`config.mk`:
```
export PLATFORM = sky130hd
export DESIGN_NAME = modular_exponentiation_unit
export DESIGN_NICKNAME = d
export VERILOG_FILES = /design/src/hw/rtl/meu_pkg.sv /design/src/hw/rtl/meu_ctrl.sv /design/src/hw/rtl/meu_dp.sv /design/src/hw/rtl/modular_exponentiation_unit.sv
export SDC_FILE = /design/constraint.sdc
export NUM_CORES = 1
export LEC_CHECK = 0
export ABC_AREA = 1
export BUFFER_PORTS_ARGS = -buffer_cell sky130_fd_sc_hd__clkbuf_2
export CORE_MARGIN = 2
export CORE_UTILIZATION = 62
export DETAILED_ROUTE_END_ITERATION = 8
export GPL_TIMING_DRIVEN = 0
export PLACE_DENSITY = 0.82
export SLEW_MARGIN = 20
export SYNTH_ARGS = -nofsm -noshare
export SYNTH_HDL_FRONTEND = slang
export SYNTH_SLANG_ARGS = --single-unit
```
`constraint.sdc`:
```
create_clock -name clk -period 6.5 [get_ports clk]
set_input_delay 0.325 -clock clk [delete_from_list [all_inputs] [get_ports clk]]
set_output_delay 0.325 -clock clk [all_outputs]
set_load 0.02 [all_outputs]
```
`src/hw/rtl/meu_pkg.sv`:
```
// Shared types for the modular exponentiation unit: item structs and the
// command and status bundles between controller and datapath.
// No dependencies.
package meu_pkg;

  // Width of the base, exponent, modulus and power fields of an item on the ports.
  localparam int FIELD_W = 32;

  // One input item.
  typedef struct packed {
    logic [FIELD_W-1:0] base;
    logic [FIELD_W-1:0] exponent;
    logic [FIELD_W-1:0] modulus;
  } in_item_t;

  // One result item.
  typedef struct packed {
    logic [FIELD_W-1:0] power;
    logic               bad_modulus;
  } out_item_t;

  // Commands from the controller to the datapath.
  typedef struct packed {
    logic load;         // capture an input item, set the running value to one
    logic mul_go;       // start one modular multiply
    logic mul_sel_base; // multiplier operand is the base, else the running value
    logic acc_wr;       // write the multiply result into the running value
    logic bit_next;     // move on to the next lower exponent bit
  } dp_cmd_t;

  // Status from the datapath to the controller.
  typedef struct packed {
    logic mul_busy;  // modular multiply still iterating
    logic cur_bit;   // exponent bit under scan
    logic last_bit;  // scan is at bit zero
    logic exp_zero;  // exponent of the item is zero
    logic mod_zero;  // modulus of the item is zero
  } dp_status_t;

endpackage

```
`src/hw/rtl/meu_ctrl.sv`:
```
// Controller of the modular exponentiation unit: a one-hot state machine that
// sequences squarings and multiplies over the exponent bits.
// Depends on meu_pkg.
module meu_ctrl
  import meu_pkg::*;
(
  input  logic       clk,
  input  logic       rst_n,
  input  logic       start,
  output logic       busy,
  output logic       out_valid,
  output dp_cmd_t    cmd,
  input  dp_status_t status
);

  typedef enum logic [7:0] {
    ST_IDLE    = 8'b0000_0001,
    ST_CHECK   = 8'b0000_0010,
    ST_SQ_GO   = 8'b0000_0100,
    ST_SQ_RUN  = 8'b0000_1000,
    ST_MUL_GO  = 8'b0001_0000,
    ST_MUL_RUN = 8'b0010_0000,
    ST_NEXT    = 8'b0100_0000,
    ST_DONE    = 8'b1000_0000
  } state_t;

  state_t state_r;
  state_t state_nxt;

  // State register.
  always_ff @(posedge clk) begin
    if (!rst_n) begin
      state_r <= ST_IDLE;
    end else begin
      state_r <= state_nxt;
    end
  end

  // Next state and datapath commands.
  always_comb begin
    state_nxt = state_r;
    cmd       = '0;
    case (state_r)
      ST_IDLE: begin
        if (start) begin
          cmd.load  = 1'b1;
          state_nxt = ST_CHECK;
        end
      end
      ST_CHECK: begin
        // A zero modulus or a zero exponent needs no arithmetic.
        if (status.mod_zero || status.exp_zero) begin
          state_nxt = ST_DONE;
        end else begin
          state_nxt = ST_SQ_GO;
        end
      end
      ST_SQ_GO: begin
        cmd.mul_go = 1'b1;
        state_nxt  = ST_SQ_RUN;
      end
      ST_SQ_RUN: begin
        if (!status.mul_busy) begin
          cmd.acc_wr = 1'b1;
          state_nxt  = status.cur_bit ? ST_MUL_GO : ST_NEXT;
        end
      end
      ST_MUL_GO: begin
        cmd.mul_go       = 1'b1;
        cmd.mul_sel_base = 1'b1;
        state_nxt        = ST_MUL_RUN;
      end
      ST_MUL_RUN: begin
        if (!status.mul_busy) begin
          cmd.acc_wr = 1'b1;
          state_nxt  = ST_NEXT;
        end
      end
      ST_NEXT: begin
        if (status.last_bit) begin
          state_nxt = ST_DONE;
        end else begin
          cmd.bit_next = 1'b1;
          state_nxt    = ST_SQ_GO;
        end
      end
      ST_DONE: begin
        state_nxt = ST_IDLE;
      end
      default: begin
        state_nxt = ST_IDLE;
      end
    endcase
  end

  assign busy      = (state_r != ST_IDLE);
  assign out_valid = (state_r == ST_DONE);

endmodule

```
`src/hw/rtl/meu_dp.sv`:
```
// Datapath of the modular exponentiation unit: operand registers, the running
// value and a shift-and-add modular multiplier that takes one bit per cycle.
// Depends on meu_pkg.
module meu_dp
  import meu_pkg::*;
#(
  parameter int WIDTH    = 32,
  parameter int EXP_BITS = 32
) (
  input  logic       clk,
  input  logic       rst_n,
  input  in_item_t   in_item,
  input  dp_cmd_t    cmd,
  output dp_status_t status,
  output out_item_t  out_item
);

  localparam int MCNT_W = $clog2(WIDTH);
  localparam int BCNT_W = (EXP_BITS > 1) ? $clog2(EXP_BITS) : 1;

  logic [WIDTH-1:0]    base_r;
  logic [WIDTH-1:0]    mod_r;
  logic [EXP_BITS-1:0] exp_r;
  logic [BCNT_W-1:0]   bit_cnt_r;
  logic [WIDTH-1:0]    acc_r;

  logic [WIDTH-1:0]    mm_r;
  logic [WIDTH-1:0]    mm_b_r;
  logic [MCNT_W-1:0]   mm_cnt_r;
  logic                mm_busy_r;

  logic [WIDTH:0]      mm_dbl;
  logic [WIDTH-1:0]    mm_red;
  logic [WIDTH:0]      mm_sum;
  logic [WIDTH-1:0]    mm_nxt;

  // Operand capture, exponent scan and running value.
  always_ff @(posedge clk) begin
    if (cmd.load) begin
      base_r    <= in_item.base[WIDTH-1:0];
      mod_r     <= in_item.modulus[WIDTH-1:0];
      exp_r     <= in_item.exponent[EXP_BITS-1:0];
      bit_cnt_r <= BCNT_W'(EXP_BITS - 1);
      acc_r     <= WIDTH'(1);
    end else begin
      if (cmd.bit_next) begin
        exp_r     <= exp_r << 1;
        bit_cnt_r <= bit_cnt_r - BCNT_W'(1);
      end
      if (cmd.acc_wr) begin
        acc_r <= mm_r;
      end
    end
  end

  // One step of the modular multiply acc * b mod m, multiplier bits MSB first.
  // The partial result stays below m, so each reduction is one compare and
  // subtract.
  always_comb begin
    mm_dbl = {mm_r, 1'b0};
    if (mm_dbl >= {1'b0, mod_r}) begin
      mm_red = WIDTH'(mm_dbl - {1'b0, mod_r});
    end else begin
      mm_red = mm_dbl[WIDTH-1:0];
    end
    mm_sum = {1'b0, mm_red} + (mm_b_r[WIDTH-1] ? {1'b0, acc_r} : '0);
    if (mm_sum >= {1'b0, mod_r}) begin
      mm_nxt = WIDTH'(mm_sum - {1'b0, mod_r});
    end else begin
      mm_nxt = mm_sum[WIDTH-1:0];
    end
  end

  // Multiplier control: busy from a start until the step count reaches zero.
  always_ff @(posedge clk) begin
    if (!rst_n) begin
      mm_busy_r <= 1'b0;
    end else if (cmd.mul_go) begin
      mm_busy_r <= 1'b1;
    end else if (mm_busy_r && (mm_cnt_r == '0)) begin
      mm_busy_r <= 1'b0;
    end
  end

  // Multiplier partial result, multiplier operand and step count.
  always_ff @(posedge clk) begin
    if (cmd.mul_go) begin
      mm_r     <= '0;
      mm_b_r   <= cmd.mul_sel_base ? base_r : acc_r;
      mm_cnt_r <= MCNT_W'(WIDTH - 1);
    end else if (mm_busy_r) begin
      mm_r     <= mm_nxt;
      mm_b_r   <= mm_b_r << 1;
      mm_cnt_r <= mm_cnt_r - MCNT_W'(1);
    end
  end

  // Status back to the controller.
  assign status.mul_busy = mm_busy_r;
  assign status.cur_bit  = exp_r[EXP_BITS-1];
  assign status.last_bit = (bit_cnt_r == '0);
  assign status.exp_zero = (exp_r == '0);
  assign status.mod_zero = (mod_r == '0);

  // Result item; a zero modulus reports power zero.
  assign out_item.power       = status.mod_zero ? '0 : FIELD_W'(acc_r);
  assign out_item.bad_modulus = status.mod_zero;

endmodule

```
`src/hw/rtl/modular_exponentiation_unit.sv`:
```
// Modular exponentiation unit, top level: base ** exponent mod modulus.
// Depends on meu_pkg, meu_ctrl and meu_dp.
//
// An item is taken when start is high while busy is low; one item is worked at
// a time. The exponent's low EXP_BITS bits are scanned from the top down: each
// bit costs a squaring and, for a one bit, a multiply by the base, and each
// modular multiply is a shift-and-add loop that resolves one multiplier bit
// per cycle. A zero exponent or a zero modulus skips the arithmetic. The
// result appears on out_item for exactly one cycle with out_valid high and
// must be captured then, since the receiver cannot hold it off. A zero
// modulus sets bad_modulus with power zero; a zero exponent gives power one.
module modular_exponentiation_unit
  import meu_pkg::*;
#(
  parameter int WIDTH    = 32,
  parameter int EXP_BITS = 32
) (
  input  logic      clk,
  input  logic      rst_n,
  input  logic      start,
  output logic      busy,
  input  in_item_t  in_item,
  output logic      out_valid,
  output out_item_t out_item
);

  dp_cmd_t    cmd;
  dp_status_t status;

  // Sequencer.
  meu_ctrl u_ctrl (
    .clk       (clk),
    .rst_n     (rst_n),
    .start     (start),
    .busy      (busy),
    .out_valid (out_valid),
    .cmd       (cmd),
    .status    (status)
  );

  // Arithmetic and operand storage.
  meu_dp #(
    .WIDTH    (WIDTH),
    .EXP_BITS (EXP_BITS)
  ) u_dp (
    .clk      (clk),
    .rst_n    (rst_n),
    .in_item  (in_item),
    .cmd      (cmd),
    .status   (status),
    .out_item (out_item)
  );

endmodule

```
==> flow_summary_export.csv <==
group,metric,value,unit
placed_design,post_dp_cell_area,17600,um^2
clock_tree,clock-sinks,211,
worst_setup_path,worst-setup-path-type,"register to register",
worst_setup_path,cp_slowest_cell,"fa_1",
sta,setup_viol,0,
worst_setup_path,crit_fanout,10,
worst_setup_path,arrival,6.70,ns
drt,drtIter0Drc,2153,
grt,grt_pass1_vias,17100,
power_and_ir_drop,p_comb_share,67.0,%
sta,hold_viol,0,
clock_tree,cts_buffers,24,
clock_tree,clk_pin_slew,0.07,ns
placed_design,hpwl,45.6,mm
synthesis,ys.flop_type,"edfxtp_1",
synthesis,async_reset_ff_share,0,%
power_and_ir_drop,switchingPower,0.00546,W
min_path,whs_path_depth,2,
worst_setup_path,worst_r2r_path_depth,38,
placed_design,port_buffers,133,
final_layout,nets,2976,
placed_design,dp_slack,-0.357,ns
die,rows,59,
sta,fin_skew,0.0197,ns
final_layout,antenna_cells,0,
die,die_x,167,um
final_layout,mostFrequentLayoutCells,"nand2_1, inv_1, nor2_1",
grt,track_usage,41.4,%
final_layout,final_common_cell,"nand2_1",
synthesis,synth-seq-area-share,33.4,%
sta,setup_ws,0.240,ns
sta,period_minus_slack,6.26,ns
die,die_area,27900,um^2
flow_run,maxCapViolCount,0,
synthesis,syn-cell-area,16500,um^2
drt,first_pass_iters,6,
final_layout,drive_gt1_share,9.81,%
final_layout,final_cell_area,19300,um^2
power_and_ir_drop,clkPwrFrac,13.8,%
sta,worst_hold_slack,0.0218,ns
sta,relSlewSlack,45.1,%
min_path,hp-class,"primary input to register",
grt,grt_start_max_net_pins,42,
drt,post_drt_wl_per_cell,19.1,um
sta,fmax,160,MHz
sta,finalSetupTns,0,ns
min_path,hold_end,"u_ctrl.state_r[0]",
sta,tightest_slew,0.818,ns
drt,vias,18000,
worst_setup_path,required,6.94,ns
worst_setup_path,cp-end-kind,"register",
synthesis,syn_nets,2751,
placed_design,finalWeightedCongestion,1.04,
synthesis,syn_area_per_cell,6.46,um^2
die,initial_utilization,63.2,%
die,io_pins,134,
worst_setup_path,crit_top_cell,"nand2_1",
die,chipHeight,167,um
synthesis,ys_warn_count,0,
power_and_ir_drop,vdd_drop_max,0.575,mV
drt,wl,59.9,mm
worst_setup_path,reg2reg_from,"u_dp.mod_r[16]",
clock_tree,clock_latency,0.55,ns
min_path,hp-start,"rst_n",
synthesis,netlist_instances,2551,
drt,drc_errors,0,
final_layout,utilization,74.0,%
synthesis,synth_enable_flop_cells,128,
clock_tree,cts_tree,"yes",
drt,vias_per_cell,5.76,
drt,antenna_left,0,
grt,grt_first_pass_wirelength,90.2,mm
grt,antenna_found_initial,0,
clock_tree,h-tree-depth,1,
sta,post-route-period-util,96.3,%
power_and_ir_drop,switching_share,53.7,%
power_and_ir_drop,p_per_area,528,nW/um^2
worst_setup_path,start_kind,"register",
worst_setup_path,regToRegEndpoint,"u_dp.mm_r[30]",
clock_tree,clockRootBuffer,"clkbuf_16",
grt,grt_overflow,0,
die,core,26100,um^2
final_layout,fillers,2030,
synthesis,ys_ff_latch,211,
synthesis,ys_types,46,
power_and_ir_drop,sequentialPowerShare,19.2,%
outcome,status,"completed",
power_and_ir_drop,leakagePower,10.3,nW
clock_tree,clockBufferDepth,3,
worst_setup_path,cp_slowest_stage_delay,0.40,ns
final_layout,syn2layout_area_growth,17.1,%
worst_setup_path,reg2reg_setup_slack,0.24,ns
sta,drv_slew,0,
power_and_ir_drop,p_int,0.00472,W
[Yosys cell counts, types with 2 or more instances]
| master | n | area (um^2) |
|---|---|---|
| clkbuf_1 | 30 | 113 |
| o21ai_0 | 55 | 275 |
| buf_6 | 6 | 67.6 |
| nand2_2 | 3 | 18.8 |
| buf_1 | 3 | 11.3 |
| a21boi_0 | 4 | 30.0 |
| a31oi_1 | 34 | 213 |
| nor4_1 | 12 | 75.1 |
| and2_1 | 9 | 56.3 |
| inv_1 | 446 | 1670 |
| nand4_1 | 31 | 194 |
| a21oi_1 | 109 | 546 |
| o21ai_1 | 2 | 10.0 |
| a21o_1 | 9 | 67.6 |
| and3_1 | 2 | 12.5 |
| nand3b_1 | 22 | 165 |
| nand3_2 | 2 | 20.0 |
| dfxtp_1 | 83 | 1660 |
| a211oi_1 | 8 | 60.1 |
| nor2_1 | 214 | 803 |
| nand3_1 | 151 | 756 |
| ha_1 | 98 | 1230 |
| nor3_1 | 18 | 90.1 |
| buf_2 | 18 | 90.1 |
| xnor2_1 | 21 | 184 |
| xor2_1 | 30 | 263 |
| nor2_2 | 6 | 37.5 |
| inv_2 | 7 | 26.3 |
| nand2_1 | 960 | 3600 |
| o21bai_1 | 10 | 75.1 |
| edfxtp_1 | 128 | 3840 |
| fa_1 | 3 | 60.1 |
| or2_2 | 4 | 25.0 |
[through the flow]
stage	std cells	total power [W]
after floorplan	2551	0.00640
after global placement	3019	0.00810
after detailed placement	3020	0.00824
after CTS	3128	0.00974
after global routing	3129	0.0109
final	3129	0.0102
[timing repair]
action	in CTS	in global routing
endpoints found under the hold margin	64	0
setup endpoints to repair	32	32
hold buffers	64	0
resized for setup	14	50
pin swaps	0	1
buffers inserted	0	1
[cell type report]
cell class | count | area [um^2] | area share [%]
multi-input combinational | 1828 | 9210 | 47.7
clock buffer | 30 | 633 | 3.28
clock inverter | 14 | 170 | 0.882
sequential | 211 | 5510 | 28.6
timing repair buffer | 199 | 1330 | 6.91
buffer | 58 | 314 | 1.63
inverter | 454 | 1700 | 8.83
tap | 335 | 419 | 2.17
[worst max-delay path, delay by kind of cell (launching register included)]
| family | cells | cell delay (ns) |
|---|---|---|
| AO/OA/AOI/OAI | 1 | 0.10 |
| flip-flops | 1 | 0.35 |
| adder cells (fa/ha/maj) | 4 | 1.30 |
| buffers and inverters | 8 | 1.01 |
| XOR/XNOR | 1 | 0.17 |
| AND/OR/NAND/NOR | 24 | 3.19 |
[layer usage]
layer | track usage [%] | share of wire, % | vias up
met2 | 69.2 | 46 | 1130
met5 | 0 | 0 | -
li1 | - | - | 8473
met1 | 51.6 | 37 | 8182
met4 | 22.3 | 6.2 | 0
met3 | 6.39 | 10 | 252
[power groups by stage]
stage          logic, W  registers, W  clock network [W]
6_report        0.00683       0.00195            0.00140
5_1_grt         0.00744       0.00196            0.00145
4_1_cts         0.00643       0.00192            0.00139
3_5_place_dp    0.00630       0.00194                  0
3_3_place_gp    0.00616       0.00193                  0
2_1_floorplan   0.00458       0.00182                  0
[cells by family (layout without fill, tap and decap cells)]
family | after synthesis | in the layout | synth area share, %
simple gates | 1440 | 1440 | 36.0
xor+xnor | 51 | 51 | 2.71
fa+ha+maj | 101 | 101 | 7.81
buf+inv | 512 | 755 | 12.1
compound gates | 236 | 236 | 7.99
flops | 211 | 211 | 33.4
[state kept, by name (all words and copies together), names as in the netlist]
signal	cells
u_dp.acc_r	32
u_dp.mm_busy_r	1
u_dp.base_r	32
u_dp.mm_cnt_r	5
u_dp.bit_cnt_r	5
u_dp.mm_b_r	32
u_dp.mm_r	32
u_dp.exp_r	32
u_ctrl.state_r	8
u_dp.mod_r	32
[worst max-delay path by stage]
stage	from	endpoint	slack, ns	depth (start not counted)
after global placement	u_dp.mod_r[14]	u_dp.mm_r[30]	-0.33	38
after CTS	u_dp.mod_r[14]	u_dp.mm_r[30]	0.06	38
after global routing	u_dp.mod_r[2]	u_dp.mm_r[17]	-0.03	41
after detailed placement	u_dp.mod_r[14]	u_dp.mm_r[30]	-0.36	38
after floorplan	u_dp.mod_r[1]	u_dp.mm_r[10]	1.51	42
final	u_dp.mod_r[16]	u_dp.mm_r[30]	0.24	38
No activity file was read; power rests on OpenSTA's default activity.
